==> src/rtl/core/assert_macros.svh <==
// assertion macros shared by the running median rtl
`ifndef ASSERT_MACROS_SVH
`define ASSERT_MACROS_SVH

// same-cycle implication, checked outside reset
`define ASSERT_IMPLIES(label, clk, rstn, ante, cons) \
    label: assert property (@(posedge clk) disable iff (!rstn) (ante) |-> (cons)) \
        else $error("same-cycle implication violated");

// next-cycle implication, checked outside reset
`define ASSERT_NEXT(label, clk, rstn, ante, cons) \
    label: assert property (@(posedge clk) disable iff (!rstn) (ante) |=> (cons)) \
        else $error("next-cycle implication violated");

`endif

==> src/rtl/core/swm_pkg.sv <==
// shared types and constants of the running median filter
package swm_pkg;

    localparam int SAMPLE_W   = 32;
    localparam int OUT_W      = 33;
    localparam int CFG_W      = 7;
    localparam int S_TDATA_W  = 32;
    localparam int M_TDATA_W  = 40;
    localparam int WIN_RESET  = 3;
    localparam int FIFO_DEPTH = 8;
    localparam int GROUP_SIZE = 16;

    typedef logic signed [SAMPLE_W-1:0] sample_t;
    typedef logic signed [OUT_W-1:0]    median_t;

    // per-cycle command broadcast to every cell
    typedef struct packed {
        logic    step;
        logic    trim;
        sample_t sample;
    } cell_ctrl_t;

    // what a cell shows its neighbors
    typedef struct packed {
        logic    valid;
        logic    gt;
        sample_t value;
    } cell_view_t;

endpackage

==> src/rtl/core/swm_cell.sv <==
// one position of the sorted window chain
module swm_cell #(
    parameter int AGE_W = 7
) (
    input  logic                  aclk,
    input  logic                  aresetn,
    input  swm_pkg::cell_ctrl_t   ctrl,
    input  logic [AGE_W-1:0]      del_target,
    input  logic                  del_below,
    input  logic                  del_here,
    input  swm_pkg::cell_view_t   prev_view,
    input  logic [AGE_W-1:0]      prev_age,
    input  swm_pkg::cell_view_t   next_view,
    input  logic [AGE_W-1:0]      next_age,
    output swm_pkg::cell_view_t   own_view,
    output logic [AGE_W-1:0]      own_age,
    output logic                  own_del
);
    import swm_pkg::*;

    logic             valid_reg, valid_next;
    sample_t          value_reg, value_next;
    logic [AGE_W-1:0] age_reg, age_next;

    cell_view_t       keep_view, fall_view;
    logic [AGE_W-1:0] keep_age, fall_age;

    assign own_view.valid = valid_reg;
    assign own_view.gt    = !valid_reg || (value_reg > ctrl.sample);
    assign own_view.value = value_reg;
    assign own_age        = age_reg;
    assign own_del        = valid_reg && (age_reg == del_target);

    always_comb begin
        // survivor at this position, and the one just below it
        keep_view = del_here  ? next_view : own_view;
        keep_age  = del_here  ? next_age  : age_reg;
        fall_view = del_below ? own_view  : prev_view;
        fall_age  = del_below ? age_reg   : prev_age;

        valid_next = valid_reg;
        value_next = value_reg;
        age_next   = age_reg;
        if (ctrl.trim) begin
            valid_next = keep_view.valid;
            value_next = keep_view.value;
            age_next   = keep_age;
        end else if (ctrl.step) begin
            if (!keep_view.gt) begin
                valid_next = 1'b1;
                value_next = keep_view.value;
                age_next   = keep_age + AGE_W'(1);
            end else if (fall_view.gt) begin
                valid_next = fall_view.valid;
                value_next = fall_view.value;
                age_next   = fall_view.valid ? fall_age + AGE_W'(1) : '0;
            end else begin
                valid_next = 1'b1;
                value_next = ctrl.sample;
                age_next   = '0;
            end
        end
    end

    always_ff @(posedge aclk) begin
        if (!aresetn) begin
            valid_reg <= 1'b0;
        end else begin
            valid_reg <= valid_next;
        end
    end

    always_ff @(posedge aclk) begin
        value_reg <= value_next;
        age_reg   <= age_next;
    end

endmodule

==> config.mk <==
export PLATFORM = sky130hd
export DESIGN_NAME = swm_cell
export DESIGN_NICKNAME = d
export VERILOG_FILES = /design/src/rtl/core/assert_macros.svh /design/src/rtl/core/swm_pkg.sv /design/src/rtl/core/swm_cell.sv
export SDC_FILE = /design/constraint.sdc
export NUM_CORES = 1
export LEC_CHECK = 0
export BUFFER_PORTS_ARGS = -buffer_cell sky130_fd_sc_hd__clkbuf_2
export CAP_MARGIN = 20
export CORE_MARGIN = 2
export CORE_UTILIZATION = 40
export CTS_BUF_LIST = sky130_fd_sc_hd__clkbuf_2
export CTS_CLUSTER_DIAMETER = 40
export DETAILED_ROUTE_END_ITERATION = 16
export GPL_TIMING_DRIVEN = 0
export HOLD_SLACK_MARGIN = 0.02
export PLACE_DENSITY = 0.82
export SLEW_MARGIN = 20
export SYNTH_ARGS = -nofsm -noshare
export SYNTH_HDL_FRONTEND = slang
export SYNTH_SLANG_ARGS = --single-unit
==> constraint.sdc <==
create_clock -name aclk -period 14.46 [get_ports aclk]
set_input_delay 2.892 -clock aclk [delete_from_list [all_inputs] [get_ports aclk]]
set_output_delay 2.892 -clock aclk [all_outputs]
set_load 0.1 [all_outputs]
### Yosys cells after proc, flatten, opt, wreduce, memory -nomap -nowiden

Index checks and enable logic that the tools add are counted.

| storage, ports and cells | value |
|---|---|
| bits in registers | 40 |
| bits of input ports | 127 |
| output and inout port bits | 42 |
| logic and storage cells | 32 |

| cells by class | value |
|---|---|
| add/sub/neg operators | 2 |
| magnitude comparators | 1 |
| eq/ne operators | 3 |
| muxes and demuxes | 17 |
| reductions and logical operators | 6 |

Operator list:

| cell | count |
|---|---|
| $mux 32 | 4 |
| $mux 34 | 2 |
| $mux 7 | 7 |
| $gt 32x32->1 | 1 |
| $add 7x1->7 const B | 2 |
| $eq 7x7->1 | 1 |
| $mux 1 | 4 |
| $ne 4x4->1 const B | 1 |
| $reduce_and 2->1 | 2 |
| $ne 2x1->1 const B | 1 |
| $reduce_bool 2->1 | 1 |
| $logic_and 1x1->1 | 1 |
| $logic_not 1->1 | 1 |
| $logic_or 1x1->1 | 1 |

### Depth between registers and ports, before layout

Gate-level depths: netlist (run 1).

| logic depth | value |
|---|---|
| depth after elaboration | 8 |
| mapped depth | 11 |
| mapped depth without buffers | 10 |

### Worst setup path after synthesis (run 1)

OpenSTA, ideal clock, no wires.

| timing path | value |
|---|---|
| path type | input to output |
| start | in ctrl[31] (netlist bit) |
| end | out own_view[32] (netlist bit) |
| arrival time | 4.909 ns |
| data required time | 11.568 ns |
| slack | 6.659 ns |
| cell stages on the path | 8 |
| buffers on the path | 0 |
| cell sequence | inv_1 -> ha_1 -> nand4_1 -> nor4_2 -> o41ai_1 -> a31o_2 -> and2_1 -> inv_1 |

RTL lines:

| what | line | RTL |
|---|---|---|
| start, declared | swm_cell.sv:7 | `input swm_pkg::cell_ctrl_t ctrl,` |
| end, declared | swm_cell.sv:15 | `output swm_pkg::cell_view_t own_view,` |

==> results.json, run 1 <==
{
  "synth-edff-count": 39,
  "cts_sinks": 40,
  "maxCapViolCount": 0,
  "p_leak_nw": 2.21,
  "final_cell_mix": "clkbuf_2 (171), a21oi_1 (55), edfxtp_1 (39), inv_1 (37), nor2b_1 (37)",
  "seq_area_frac_synth": 0.321,
  "synth-simple-area-share": 0.152,
  "crit_family": "simple AND/OR/NAND/NOR gates",
  "dieArea_sq_um": 10100,
  "pre_cts_ws_ns": 6.14,
  "nets": 750,
  "clockRootBuffer": "clkbuf_2",
  "floorplan.rows": 35,
  "hp-class": "reg2reg",
  "clock.fmax_mhz": 120,
  "critPathMaxStageDelay_ns": 0.49,
  "post_cts_buffers": 0,
  "hold_viol_final": 0,
  "crit_path_start_kind": "input pin",
  "cp-end-kind": "primary output",
  "start_util": 0.407,
  "clkSlewWorstSetupHoldPaths_ns": 0.22,
  "worst_slack_ns": 6.12,
  "final_antenna_net_count": 0,
  "die_h_microns": 100,
  "muxShareOfSynthArea": 0.0432,
  "grt_max_degree": 18,
  "wl_per_cell_microns": 17.0,
  "synth_top_family_by_area": "compound AO/OA/AOI/OAI gates",
  "grt_use_met3": 0.0265,
  "slew_headroom": 0.498,
  "gp_congestion": 0.897,
  "antenna_found_initial": 0,
  "syn-num-nets": 576,
  "cts_hold_buf": 0,
  "cp.arrival_ns": 5.45,
  "drv_slew": 0,
  "grtUsageMet1": 0.293,
  "cp.required_ns": 11.57,
  "syn_inst": 415,
  "grt_pass1_vias": 3851,
  "n_antenna_cell": 0,
  "track_usage": 0.228,
  "portBuffers": 166,
  "fin_crit_sh": 0.577,
  "path_buf_inv": 4,
  "synth_ff_type": "edfxtp_1",
  "gr-total-overflow": 0,
  "synth-compound-area-share": 0.268,
  "synth_cell_type_count": 46,
  "status": "complete, no violations",
  "vias_per_cell": 5.66,
  "busiest_layer": "met2",
  "drt_iter0_markers": 202,
  "cp_slowest_cell": "clkbuf_2",
  "clock_path_buffers": 2,
  "yosysWarningCount": 0,
  "final_common_cell": "clkbuf_2",
  "grtUsageMet2": 0.405,
  "synth-xor-area-share": 0.0330,
  "grt_setup_unrepaired": "no",
  "power.density_nw_per_um2": 121,
  "worstSkewPairLatency_ns": 0.42,
  "ir_drop_mv": 0.0731,
  "syn_area_per_cell_sq_um": 8.94,
  "async_flop_share": 0,
  "drt-total-wl_microns": 11900,
  "cts_tree": "built",
  "cts_buffers": 5,
  "fin_setup_tns_ns": 0,
  "largest_reg_flops": 32,
  "worst_pin_slew_ns": 0.753,
  "finalClockSkew_ns": 0.0390,
  "path_cells": "clkbuf_2 -> inv_1 -> ha_1 -> nand4_1 -> nor4_2 -> o41ai_1 -> a31o_2 -> and2_1 -> inv_1 -> clkbuf_2",
  "ios": 169,
  "grt_first_pass_wirelength_microns": 18300,
  "finalSetupViolations": 0,
  "path_max_fanout": 6,
  "ys_ff_latch": 40,
  "fin_crit_ns": 8.34,
  "area_growth_pct": 29.0,
  "drive_gt1_frac": 0.332,
  "dr.pass1.iters": 5,
  "netlist_area_sq_um": 3710,
  "placed_cell_area_sq_um": 4720,
  "htree_levels": 2,
  "final_area_sq_um": 4790,
  "core_area_sq_um": 9110,
  "vias": 3970,
  "postCtsResizedCells": 0,
  "drc_errors": 0,
  "post-dp-hpwl_microns": 9450,
  "crit_type": "in2out",
  "dieWidth_microns": 100,
  "synth_fa_ha_area_frac": 0.115
}
final cells by class:
class                           count  area [sq um]
Sequential cell                    40          1190
Multi-Input combinational cell    311          2280
Tap cell                          111           139
Clock buffer                        5          25.0
Inverter                           37           139
Fill cell                         890          4320
Buffer                             27           114
Clock inverter                      3          37.5
Timing Repair Buffer              167           858
cells in the mapped netlist, types with 9 or more instances:
master	count	area share
a21oi_1	55	0.074
edfxtp_1	39	0.32
inv_1	37	0.037
nor2b_1	37	0.062
ha_1	34	0.11
a211oi_1	33	0.067
a22oi_1	30	0.061
clkbuf_1	15	0.015
nand2_1	14	0.014
nor2_1	14	0.014
xnor2_1	10	0.024
nand4_1	9	0.015
cell families (layout without fill, tap and decap cells):
kind of cell / after synthesis / in the layout
adders and majority gates: 34 / 34
xor gates and xnor gates: 14 / 14
AOI/OAI and AO/OA: 150 / 150
DFF: 40 / 40
buffers and inverters: 64 / 239
muxes: 15 / 15
and+or+nand+nor: 98 / 98
worst paths after layout:
path | slack [ns] | startpoint | to | depth (start not counted)
hold reg to reg | 0.70 | valid_reg | valid_reg | 2
setup / recovery | 6.12 | ctrl[31] | own_view[32] | 10
hold / removal | 0.70 | valid_reg | valid_reg | 2
setup reg to reg | 10.69 | value_reg[31] | value_reg[9] | 9
routing by layer:
layer  routed length (microns)  vias to the layer above
met5                         0                        -
met4                       159                        0
met3                       779                       12
met2                      5930                      174
met1                      5070                     1862
li1                          -                     1922
worst min-delay path: cells and delay by family (launching register included):
kind | cells | cell delay (ns)
flops | 1 | 0.45
compound gates | 2 | 0.24
report_power, final:
group          total (mW)  internal (mW)  leakage, nW  switching (mW)
sequential          0.177          0.156        0.406          0.0204
clock              0.0686         0.0282       0.0380          0.0404
combinational       0.333         0.0866         1.76           0.247
through the flow:
stage	instances	hold WS [ns]	utilization	power (mW)
final	701	0.698	0.525	0.578
after global routing	701	0.747	0.525	0.608
after CTS	701	0.687	0.525	0.579
after detailed placement	693	0.656	0.519	0.511
after global placement	692	0.641	0.514	0.501
after floorplan	415	0.574	-	0.435
Note: power is estimated with default switching activity, not from simulation.
==> run 2, diff against run 1 <==
Settings changed: PLACE_DENSITY 0.82 to 0.85.
Clock period 14.46 ns to 6.8 ns, I/O delays scaled along.
==> run 2 against run 1 <==
Effect of this change:
- core utilization is 0.26 points lower
- clock power grew 60%
- non-clock buffer count stayed put
- critical path type unchanged
- final cell count unchanged
- routed wire length is 1.7% higher
- sequential share of layout area grew 0.12 points
- first-iteration DRC count up 5.9%
- critical path depth unchanged
- setup slack got worse by 4.6 ns
- sequential cell count unchanged
- clock skew decreased by 0.027 ns
- worst hold slack worse by 0.0084 ns
==> results.json, run 2 (synthesized netlist as in run 1, its figures left out) <==
{
  "status": "complete, no violations",
  "wl_per_cell_microns": 17.3,
  "r2r.worst_path.cells": 9,
  "htree_levels": 2,
  "met2WireLength_microns": 6180,
  "clock_path_buffers": 2,
  "worst_slack_ns": 1.52,
  "dieWidth_microns": 100,
  "combinationalPowerShare": 0.593,
  "finalClockSkew_ns": 0.0121,
  "gp_congestion": 0.959,
  "antenna_found_initial": 0,
  "cp-end-kind": "primary output",
  "grt_first_pass_wirelength_microns": 18800,
  "worstSkewPairLatency_ns": 0.42,
  "nets": 750,
  "power.total_mw": 1.20,
  "fin_crit_sh": 0.776,
  "largest_reg_flops": 32,
  "cts_buffers": 5,
  "p_leak_nw": 2.20,
  "critPathMaxStageDelay_ns": 0.48,
  "clockRootBuffer": "clkbuf_2",
  "finalSetupViolations": 0,
  "p_clk_frac": 0.092,
  "drc_errors": 0,
  "power.density_nw_per_um2": 251,
  "ios": 169,
  "final_antenna_net_count": 0,
  "vias": 3974,
  "cp_slowest_cell": "nor4_2",
  "route.top_layer_used": "met4",
  "path_buf_inv": 4,
  "gr-total-overflow": 0,
  "drv_slew": 0,
  "clkSlewWorstSetupHoldPaths_ns": 0.22,
  "cts_sinks": 40,
  "slew_headroom": 0.586,
  "dieArea_sq_um": 10100,
  "core_area_sq_um": 9110,
  "crit_path_start_kind": "input pin",
  "grt_pass1_vias": 3909,
  "drive_gt1_frac": 0.334,
  "drt-met1-wl_microns": 4940,
  "vias_per_cell": 5.67,
  "fin_setup_tns_ns": 0,
  "area_growth_pct": 28.3,
  "p_seq_frac": 0.315,
  "min_path_cells": 2,
  "floorplan.rows": 35,
  "crit_type": "in2out",
  "pre_cts_ws_ns": 1.52,
  "power_switching_mw": 0.657,
  "whs_ns": 0.690,
  "portBuffers": 166,
  "dr.pass1.iters": 5,
  "ir_drop_mv": 0.141,
  "swShare": 0.549,
  "r2r_setup_slack_ns": 3.14,
  "maxCapViolCount": 0,
  "clock.fmax_mhz": 190,
  "fin_crit_ns": 5.28,
  "cts_hold_buf": 0,
  "path_depth": 10,
  "path_max_fanout": 6,
  "final_common_cell": "clkbuf_2",
  "crit_family": "simple AND/OR/NAND/NOR gates",
  "final_cell_mix": "clkbuf_2 (171), a21oi_1 (55), edfxtp_1 (39), inv_1 (37), nor2b_1 (37)",
  "post_cts_buffers": 0,
  "drt_iter0_markers": 214,
  "post-dp-hpwl_microns": 9690,
  "die_h_microns": 100,
  "p_int_mw": 0.540,
  "track_usage": 0.237,
  "worst_pin_slew_ns": 0.621,
  "n_antenna_cell": 0,
  "wl_met3_microns": 807,
  "path_cells": "clkbuf_2 -> inv_1 -> ha_1 -> nand4_1 -> nor4_2 -> o41ai_1 -> a31o_2 -> and2_1 -> inv_1 -> clkbuf_2",
  "cp.arrival_ns": 3.92,
  "hold_viol_final": 0,
  "grt_max_degree": 19,
  "start_util": 0.407,
  "drt-total-wl_microns": 12100,
  "postCtsResizedCells": 0,
  "cp.required_ns": 5.44,
  "grt_setup_unrepaired": "no",
  "final_area_sq_um": 4760,
  "cts_tree": "built",
  "hp-class": "reg2reg",
  "placed_cell_area_sq_um": 4720
}
run 2: power groups by stage:
stage / Sequential (mW) / Combinational, mW / Clock [mW]
global placement: 0.379 / 0.687 / 0
finish: 0.377 / 0.710 / 0.110
CTS: 0.375 / 0.710 / 0.114
floorplan: 0.683 / 0.241 / 0
detailed placement: 0.381 / 0.708 / 0
global route: 0.383 / 0.755 / 0.122
run 2: cell type report:
type / instances / area, sq um
Multi-Input combinational cell: 311 / 2280
Clock buffer: 5 / 25.0
Tap cell: 111 / 139
Timing Repair Buffer: 167 / 858
Inverter: 37 / 139
Clock inverter: 3 / 13.8
Sequential cell: 40 / 1190
Buffer: 27 / 114
Fill cell: 842 / 4350
run 2: worst register-to-register path, delay by kind of cell, from the launching register on:
family	cells	cell delay, ns
buf+inv	2	0.60
fa+ha+maj	1	0.41
flops	1	0.48
compound gates	4	1.24
simple gates	2	0.71
run 2: routing by layer:
layer,global-route usage,vias up
li1,-,1916
met1,0.290,1862
met2,0.424,176
met3,0.0355,20
met4,0.0769,0
met5,0,-
run 2: path summary, 6_finish.rpt:
check | from | endpoint
worst max-delay path | ctrl[31] | own_view[32]
worst min-delay path | valid_reg | valid_reg
worst max register to register | value_reg[31] | value_reg[26]
worst min register to register | valid_reg | valid_reg
run 2: metrics by stage:
step / std cells / utilization
floorplan: 415 / -
global placement: 692 / 0.514
detailed placement: 693 / 0.519
CTS: 701 / 0.523
global route: 701 / 0.523
finish: 701 / 0.523
