### src/rtl/core/assert_macros.svh
// assertion macros shared by the running median rtl
`ifndef ASSERT_MACROS_SVH
`define ASSERT_MACROS_SVH

// same-cycle implication, checked outside reset
`define ASSERT_IMPLIES(label, clk, rstn, ante, cons) \
    label: assert property (@(posedge clk) disable iff (!rstn) (ante) |-> (cons)) \
        else $error("same-cycle implication violated");

// next-cycle implication, checked outside reset
`define ASSERT_NEXT(label, clk, rstn, ante, cons) \
    label: assert property (@(posedge clk) disable iff (!rstn) (ante) |=> (cons)) \
        else $error("next-cycle implication violated");

`endif

### src/rtl/core/swm_fifo.sv
// small result buffer between the median pipeline and the output port
`include "assert_macros.svh"

module swm_fifo #(
    parameter int WIDTH = 33,
    parameter int DEPTH = 8
) (
    input  logic                         aclk,
    input  logic                         aresetn,
    input  logic                         push,
    input  logic [WIDTH-1:0]             push_data,
    input  logic                         pop,
    output logic                         out_valid,
    output logic [WIDTH-1:0]             out_data,
    output logic [$clog2(DEPTH+1)-1:0]   count
);
    localparam int PTR_W = (DEPTH > 1) ? $clog2(DEPTH) : 1;
    localparam int CNT_W = $clog2(DEPTH + 1);

    logic [WIDTH-1:0] mem_reg [DEPTH];
    logic [PTR_W-1:0] wr_ptr_reg, wr_ptr_next;
    logic [PTR_W-1:0] rd_ptr_reg, rd_ptr_next;
    logic [CNT_W-1:0] count_reg, count_next;
    logic             do_pop;

    assign do_pop    = pop && (count_reg != '0);
    assign out_valid = (count_reg != '0);
    assign out_data  = mem_reg[rd_ptr_reg];
    assign count     = count_reg;

    always_comb begin
        wr_ptr_next = wr_ptr_reg;
        rd_ptr_next = rd_ptr_reg;
        if (push) begin
            wr_ptr_next = (wr_ptr_reg == PTR_W'(DEPTH - 1)) ? '0 : wr_ptr_reg + PTR_W'(1);
        end
        if (do_pop) begin
            rd_ptr_next = (rd_ptr_reg == PTR_W'(DEPTH - 1)) ? '0 : rd_ptr_reg + PTR_W'(1);
        end
        count_next = count_reg + CNT_W'(push) - CNT_W'(do_pop);
    end

    always_ff @(posedge aclk) begin
        if (!aresetn) begin
            wr_ptr_reg <= '0;
            rd_ptr_reg <= '0;
            count_reg  <= '0;
        end else begin
            wr_ptr_reg <= wr_ptr_next;
            rd_ptr_reg <= rd_ptr_next;
            count_reg  <= count_next;
        end
    end

    always_ff @(posedge aclk) begin
        if (push) begin
            mem_reg[wr_ptr_reg] <= push_data;
        end
    end

    `ASSERT_IMPLIES(a_fifo_no_overflow, aclk, aresetn, push, (count_reg != CNT_W'(DEPTH)) || do_pop)

endmodule

### config.mk
export PLATFORM = sky130hd
export DESIGN_NAME = swm_fifo
export DESIGN_NICKNAME = d
export VERILOG_FILES = /design/src/rtl/core/swm_fifo.sv
export VERILOG_INCLUDE_DIRS = /design/src /design/src/rtl/core
export SDC_FILE = /design/constraint.sdc
export NUM_CORES = 1
export LEC_CHECK = 0
export BUFFER_PORTS_ARGS = -buffer_cell sky130_fd_sc_hd__buf_2
export CORE_ASPECT_RATIO = 0.7
export CORE_MARGIN = 1.5
export CORE_UTILIZATION = 45
export DETAILED_ROUTE_END_ITERATION = 6
export PLACE_DENSITY = 0.66
export SYNTH_ARGS = -nofsm -noshare
export SYNTH_HDL_FRONTEND = slang
export SYNTH_SLANG_ARGS = --single-unit
export TNS_END_PERCENT = 10
### constraint.sdc
create_clock -name aclk -period 3.3 [get_ports aclk]
set_input_delay 0.33 -clock aclk [delete_from_list [all_inputs] [get_ports aclk]]
set_output_delay 0.33 -clock aclk [all_outputs]
set_load 0.03 [all_outputs]
Yosys cells after proc, flatten, opt, wreduce, memory -nomap -nowiden
Memories as Yosys holds them, arrays and structs flattened. A register that Yosys moved wholly into a read port is not among the register bits.
Index checks and enable logic that the tools add are counted.
W data, S select, Z words.
{"block": "totals", "ff_bits": 10, "ram_bits": 264, "input_bits": 37, "wordCells": 18, "n_memories": 1}
{"memory": "mem_reg", "words": 8, "word_bits": 33, "read_ports": 1, "rd_ports_with_merged_regs": 1, "wr": 1, "line_no": "swm_fifo.sv:20", "rtl": "logic [WIDTH-1:0] mem_reg [DEPTH];"}
{"block": "op_classes", "add_sub_neg": 4, "n_eq_ne": 2, "muxes": 6, "reduce_logical": 2}
{"operator": "$mux W3", "count": 4}
{"operator": "$add A3 B1 Y3 const B", "count": 2}
{"operator": "$eq A3 B3 Y1 const B", "count": 2}
{"operator": "$add A4 B1 Y4", "count": 1}
{"operator": "$reduce_bool A4 Y1", "count": 1}
{"operator": "$sub A4 B1 Y4", "count": 1}
{"operator": "$mux W1", "count": 2}
{"operator": "$logic_and A1 B1 Y1", "count": 1}

Longest topological paths before layout
Gate-level depths: netlist of run 1.
{"block": "depth", "ltp_word": 4, "mapped_depth": 9, "depth_no_buf": 9}

Worst setup path after synthesis of run 1
Ideal clock, no wire load.
{"block": "synth_path", "path_kind": "reg-to-reg", "start": "register wr_ptr_reg[2]", "end": "memory mem_reg[0][0] (enable)", "setup_time_ns": 0.464, "t_arrival_ns": 2.772, "required_time_ns": 2.836, "slack_ns": 0.063, "stages_incl_launch_ff": 3, "cell_sequence": "dfxtp_1 > nand2b_1 > nor3_1"}
{"element": "start: declaration", "line_no": "swm_fifo.sv:21", "rtl": "logic [PTR_W-1:0] wr_ptr_reg, wr_ptr_next;"}
{"element": "start signal: assignment", "line_no": "swm_fifo.sv:49", "rtl": "wr_ptr_reg <= wr_ptr_next;"}
{"element": "end: declaration", "line_no": "swm_fifo.sv:20"}
No word-level cell before the write port.

==> results by group, run 1 <==
Global route
  • First-pass GRT wire length: 29.72 mm
  • All-Layer GR Usage: 15.96%
  • Vias in the first global route: 5122
  • Initial antenna violation count: 1
  • Largest net degree at the start of global routing: 41
  • GRT Residual Overflow: 0

Critical path
  • Worst Path Max Fanout: 40
  • Setup crit start kind: flip-flop
  • Worst path arrival time: 2.50 ns
  • Worst endpoint required time: 2.97 ns
  • Critical Path End Type: output pin
  • Crit Path Class: reg2out

Route
  • Number of optimization iterations in the first detailed-route pass: 4
  • Highest metal used: met4
  • DRC: 0
  • Final WL: 19.39 mm
  • 1st-iter DRT viols: 296
  • Wire length on met1: 8.648 mm
  • Antenna Nets Post-Route: 0
  • Met2 WL: 9.492 mm
  • Vias/cell: 5.377
  • WL/cell: 21.88 um
  • DR vias: 4764
  • Met3 WL: 1.021 mm

Power and ir drop
  • P_leak: 0.004017 uW
  • Seq pwr share: 47.5%
  • Switching share of power: 24.84%
  • Peak supply drop: 0.3747 mV
  • Logic pwr share: 16.9%
  • PD cells: 690.4 nW/um^2
  • Internal power: 6421 uW
  • Design Power: 8543 uW
  • Clock power share: 35.6%
  • Switch Pwr: 2122 uW

Timing
  • Peak Freq: 0.3539 GHz
  • Minimum clock period: 2.826 ns
  • Final period utilization: 85.64%
  • Hold slack final: 0.07721 ns
  • Normalized max-slew margin: 57.99%
  • Final Hold Viols: 0
  • RSZ-0062 raised after global routing: no
  • Fin. max-slew vios: 0
  • TNS Setup: 0 ns
  • Worst Tran Pin Value: 0.6287 ns
  • Final setup violation count: 0
  • Clk_skew: 0.01397 ns

Synthesis
  • Syn Std Cell Area: 10610 um^2
  • Synth cell types: 26
  • Mean post-synth cell area: 23.31 um^2
  • Register area share after synthesis: 77.20%
  • Mapped Nets: 501
  • Cells after Synth: 455
  • Synth Register Bits: 277
  • Warnings, synthesis: 0

CTS
  • CTS Hold Bufs: 0
  • Total CTS buffers: 26
  • Post-CTS sizing: 0
  • Clk buf depth: 3
  • Clock slew at reported path FFs: 0.06 ns
  • Clock sink count: 277
  • Clk Latency, worst-skew pair: 0.52 ns
  • CTS H-Tree Depth: 1
  • Postcts setup bufs: 0
  • CTS tree: built
  • Root Driver: clkbuf_16

Die
  • Die Span X: 186.5 um
  • Initial Util: 46.30%
  • Core area: 22910 um^2
  • I/O Pins: 75
  • Die Ht: 131.5 um
  • Core Rows: 46
  • DIE AREA: 24510 um^2

Finish
  • Seq. cell area: 8197 um^2
  • # nets final: 600
  • Area growth syn-to-layout: 16.67%
  • Fillers: 1754
  • Multi-input gate area: 2344 um^2
  • Layout cells sized above 1: 40.14%
  • Max reg flops: 264

Place
  • Port buffer count: 74
  • DP Wirelength: 11.10 mm
  • RD Place Congestion: 0.7260

Run status
  • Status: completed

Run
  • Max Cap Viol: 0

Min path
  • Worst Hold Class: in2reg
power by group through the flow:
| stage | Sequential, uW | Clock, uW | Combinational [uW] |
|---|---|---|---|
| 2_1_floorplan | 4100 | 0 | 1090 |
| 5_1_grt | 4070 | 3240 | 1550 |
| 3_5_place_dp | 4130 | 0 | 1470 |
| 4_1_cts | 4060 | 3110 | 1470 |
| 3_3_place_gp | 4120 | 0 | 1430 |
| 6_report | 4060 | 3040 | 1450 |
cell usage in the layout, fill, tap and decap left out, types with 3 or more instances in the layout:
| cell type | Yosys | final |
|---|---|---|
| and2_1 | 4 | 4 |
| buf_12 | 0 | 5 |
| buf_2 | 5 | 74 |
| buf_4 | 0 | 11 |
| bufinv_16 | 0 | 4 |
| clkbuf_1 | 8 | 9 |
| clkbuf_16 | 0 | 27 |
| clkinv_1 | 0 | 4 |
| dfxtp_1 | 13 | 10 |
| edfxtp_1 | 264 | 264 |
| ha_1 | 8 | 8 |
| inv_1 | 4 | 4 |
| mux2_2 | 33 | 33 |
| mux2i_1 | 10 | 10 |
| mux4_1 | 6 | 6 |
| mux4_2 | 60 | 60 |
| nand2_1 | 11 | 11 |
| nand2b_1 | 3 | 3 |
| nor2_4 | 0 | 6 |
cell type report:
cell class / count / area share (%)
flip-flops and latches: 277 / 66.24
multi-input cells: 155 / 18.94
clock buffers: 37 / 5.844
repair buffers: 90 / 4.469
well taps: 312 / 3.155
clock inverters: 10 / 1.213
inverters: 4 / 0.1213
diodes: 1 / 0.02022
routing by layer:
| metal | vias up | GRT usage, % |
|---|---|---|
| met5 | - | 0 |
| met2 | 105 | 26.64 |
| met4 | 0 | 2.643 |
| met3 | 22 | 3.392 |
| met1 | 2525 | 22.13 |
| li1 | 2112 | - |
stage by stage:
step	cell area, um^2	worst slack, ns	utilization (%)	instances
after floorplan	10610	0.06317	-	455
after global placement	11500	0.9210	50.20	838
after detailed placement	11500	0.7874	50.20	838
after CTS	12370	0.4089	54.01	885
after global routing	12370	0.3106	54.01	885
final	12370	0.4740	54.02	886
kinds of logic (layout without fill, tap and decap cells):
| logic type | Yosys count | in the layout | share of synthesized area, % |
|---|---|---|---|
| buffers and inverters | 23 | 141 | 1.227 |
| AOI/OAI and AO/OA | 3 | 3 | 0.1770 |
| xor gates and xnor gates | 1 | 1 | 0.08259 |
| other | 0 | 1 | 0 |
| adders and majority gates | 9 | 9 | 1.133 |
| and+or+nand+nor | 33 | 33 | 1.510 |
| DFF | 277 | 277 | 77.20 |
| muxes | 109 | 109 | 18.67 |
synth_stat cells (all sizes together):
master | n | share of area (%)
dfxtp | 13 | 2.5
nor3 | 2 | 0.094
fa | 1 | 0.19
nand2 | 11 | 0.39
nand3b | 1 | 0.071
clkbuf | 8 | 0.28
and2 | 4 | 0.24
mux2i | 10 | 0.94
edfxtp | 264 | 75
nor2b | 2 | 0.12
xor2 | 1 | 0.083
or2 | 1 | 0.059
or3b | 1 | 0.083
mux4 | 66 | 14
nand2b | 3 | 0.18
a21oi | 1 | 0.047
ha | 8 | 0.94
o22ai | 1 | 0.059
nor2 | 8 | 0.28
a21o | 1 | 0.071
mux2 | 33 | 3.5
buf | 11 | 0.80
inv | 4 | 0.14
final timing paths:
path                                                 start                       to  slack, ns  depth (start not counted)
worst max-delay path                             flip-flop             out_data[25]       0.47                          4
worst min-delay path                          push_data[3]  mem_reg[1][3]$_DFFE_PP_       0.08                          1
worst max register to register         count[2]$_SDFF_PN0_      count[2]$_SDFF_PN0_       0.80                          9
worst min register to register  rd_ptr_reg[2]$_SDFFE_PN0P_                flip-flop       0.50                          2
worst max-delay path, cell delays in order, from the launching register on:
cell and delay [ns]:
dfxtp_4 0.54, buf_12 0.35, mux4_1 0.58, mux2_2 0.29
buf_2 0.18
(Power assumes the default switching activity.)
==> run 2, diff against run 1 <==
--- a/config.mk
+++ b/config.mk
@@ -11,6 +11,7 @@
 export CORE_MARGIN = 1.5
 export CORE_UTILIZATION = 45
 export DETAILED_ROUTE_END_ITERATION = 6
+export GPL_TIMING_DRIVEN = 0
 export PLACE_DENSITY = 0.66
 export SYNTH_ARGS = -nofsm -noshare
 export SYNTH_HDL_FRONTEND = slang
==> run 2 against run 1 <==
Against the previous run:
- combinational power rose by 8%
- setup slack got worse by 0.25 ns
- clock power fell by 6%
- wire length rose by 5.2%
- final cell count rose by 2.0%
- largest cell class unchanged
- sequential cell count did not move
- register-to-register slack got worse by 0.04 ns
- first-iteration DRC count rose by 3.4%
- via count rose by 3.0%
- non-clock buffer count rose by 17
==> results by group, run 2 (synthesis results as in run 1) <==
CTS
  • Postcts setup bufs: 0
  • Total CTS buffers: 27
  • Post-CTS sizing: 0
  • Clock sink count: 277
  • CTS H-Tree Depth: 1
  • Clock slew at reported path FFs: 0.06 ns
  • CTS Hold Bufs: 0
  • Clk buf depth: 3
  • CTS tree: built
  • Clk Latency, worst-skew pair: 0.52 ns
  • Root Driver: clkbuf_16

Critical path
  • Setup crit start kind: flip-flop
  • CP bufs+invs: 3
  • Worst r2r src: count[2]$_SDFF_PN0_
  • Worst Path Max Fanout: 10
  • Critical Path End Type: output pin
  • R2r setup slk: 0.76 ns
  • Worst endpoint required time: 2.97 ns
  • Crit path cell chain: buf_2 -> clkbuf_1 -> mux4_2 -> mux2_2 -> buf_2
  • FF-to-FF path depth: 9
  • Biggest cell delay along the critical path: 0.68 ns
  • FF-to-FF End: count[2]$_SDFF_PN0_
  • CP dominant cell by count: buf_2
  • Slowest-stage cell, CP: clkbuf_1
  • Crit Path Class: reg2out
  • Worst path arrival time: 2.74 ns
  • CP delay by family, top: buffers and inverters

Finish
  • Layout cells sized above 1: 40.10%
  • # nets final: 618
  • Most common cell after layout, fill and taps aside: edfxtp_1
  • Design area: 12470 um^2
  • Most frequent cells in the layout: edfxtp_1 (264), buf_2 (79), mux4_2 (60), mux2_2 (33), clkbuf_16 (27)
  • Max reg flops: 264
  • Area growth syn-to-layout: 17.59%

Route
  • Final WL: 20.40 mm
  • Met3 WL: 991 um
  • DR vias: 4906
  • Number of optimization iterations in the first detailed-route pass: 4
  • Antenna Nets Post-Route: 0
  • Wire length on met1: 8.991 mm
  • DRC: 0
  • WL/cell: 22.56 um
  • Highest metal used: met4
  • Met2 WL: 9.951 mm
  • 1st-iter DRT viols: 306
  • Vias/cell: 5.427

Min path
  • Hold Path Sink: mem_reg[3][26]$_DFFE_PP_
  • Worst Hold Class: in2reg
  • Worst Hold Launch: push_data[26]
  • Hold path cells: 1

Power and ir drop
  • P_leak: 0.004077 uW
  • Peak supply drop: 0.3841 mV
  • PD cells: 675.9 nW/um^2
  • Design Power: 8429 uW

Global route
  • Initial antenna violation count: 1
  • All-Layer GR Usage: 17.01%
  • Largest net degree at the start of global routing: 24
  • Vias in the first global route: 5159
  • GRT Residual Overflow: 0
  • First-pass GRT wire length: 31.12 mm

Place
  • RD Place Congestion: 0.7417
  • Placed cell areas: 11650 um^2
  • DP Wirelength: 12.54 mm
  • Place WS: 0.7716 ns
  • Port buffer count: 74

Die
  • Die Ht: 131.5 um
  • Die Span X: 186.5 um
  • Initial Util: 46.30%
  • Core Rows: 46
  • DIE AREA: 24510 um^2
  • I/O Pins: 75
  • Core area: 22910 um^2

Run
  • Max Cap Viol: 0

Timing
  • Final period utilization: 93.11%
  • RSZ-0062 raised after global routing: no
  • Worst Tran Pin Value: 0.8453 ns
  • Final setup violation count: 0
  • Final worst slack: 0.2275 ns
  • Peak Freq: 0.3255 GHz
  • Normalized max-slew margin: 43.65%
  • Fin. max-slew vios: 0
  • Clk_skew: 0.006776 ns
  • Final Hold Viols: 0
  • Hold slack final: 0.07732 ns
  • Minimum clock period: 3.073 ns

Run status
  • Status: completed
## run 2: worst max path at each step
stage	from	end	slack, ns	cells past startpoint
final	flip-flop	out_data[13]	0.23	5
after global routing	flip-flop	out_data[13]	0.11	5
after CTS	flip-flop	out_data[13]	0.22	5
after detailed placement	flip-flop	out_data[13]	0.77	5
after global placement	push	mem_reg[4][20]$_DFFE_PP_	-2.30	3
after floorplan	wr_ptr_reg[2]$_SDFFE_PN0P_	mem_reg[0][0]$_DFFE_PP_	0.06	2
## run 2: power by group
part	internal, uW	total (uW)	switching, uW
clock network	1660	2870	1210
registers	3960	4000	41.1
logic	658	1560	906
total	6270	8430	2160
## run 2: layout make-up
cell class | instances | area (um^2)
buffer | 19 | 115.1
clock buffer | 35 | 705.7
sequential | 277 | 8188
antenna | 1 | 2.502
timing repair buffer | 88 | 599.3
clock inverter | 13 | 112.6
multi-input combinational | 155 | 2344
tap | 312 | 390.4
inverter | 4 | 15.01
fill | 1782 | 10440
## run 2: metal layers
layer / up-vias / track usage [%]
met5: - / 0
met4: 0 / 4.435
met3: 32 / 3.098
met2: 126 / 28.19
met1: 2603 / 23.46
li1: 2145 / -
## run 2: through the flow
stage                     util (%)  cells  TNS (ns)
after detailed placement     50.86    855         0
final                        54.45    904         0
after CTS                    54.44    903         0
after floorplan                  -    455         0
after global placement       49.62    841   -272.59
after global routing         54.44    903         0
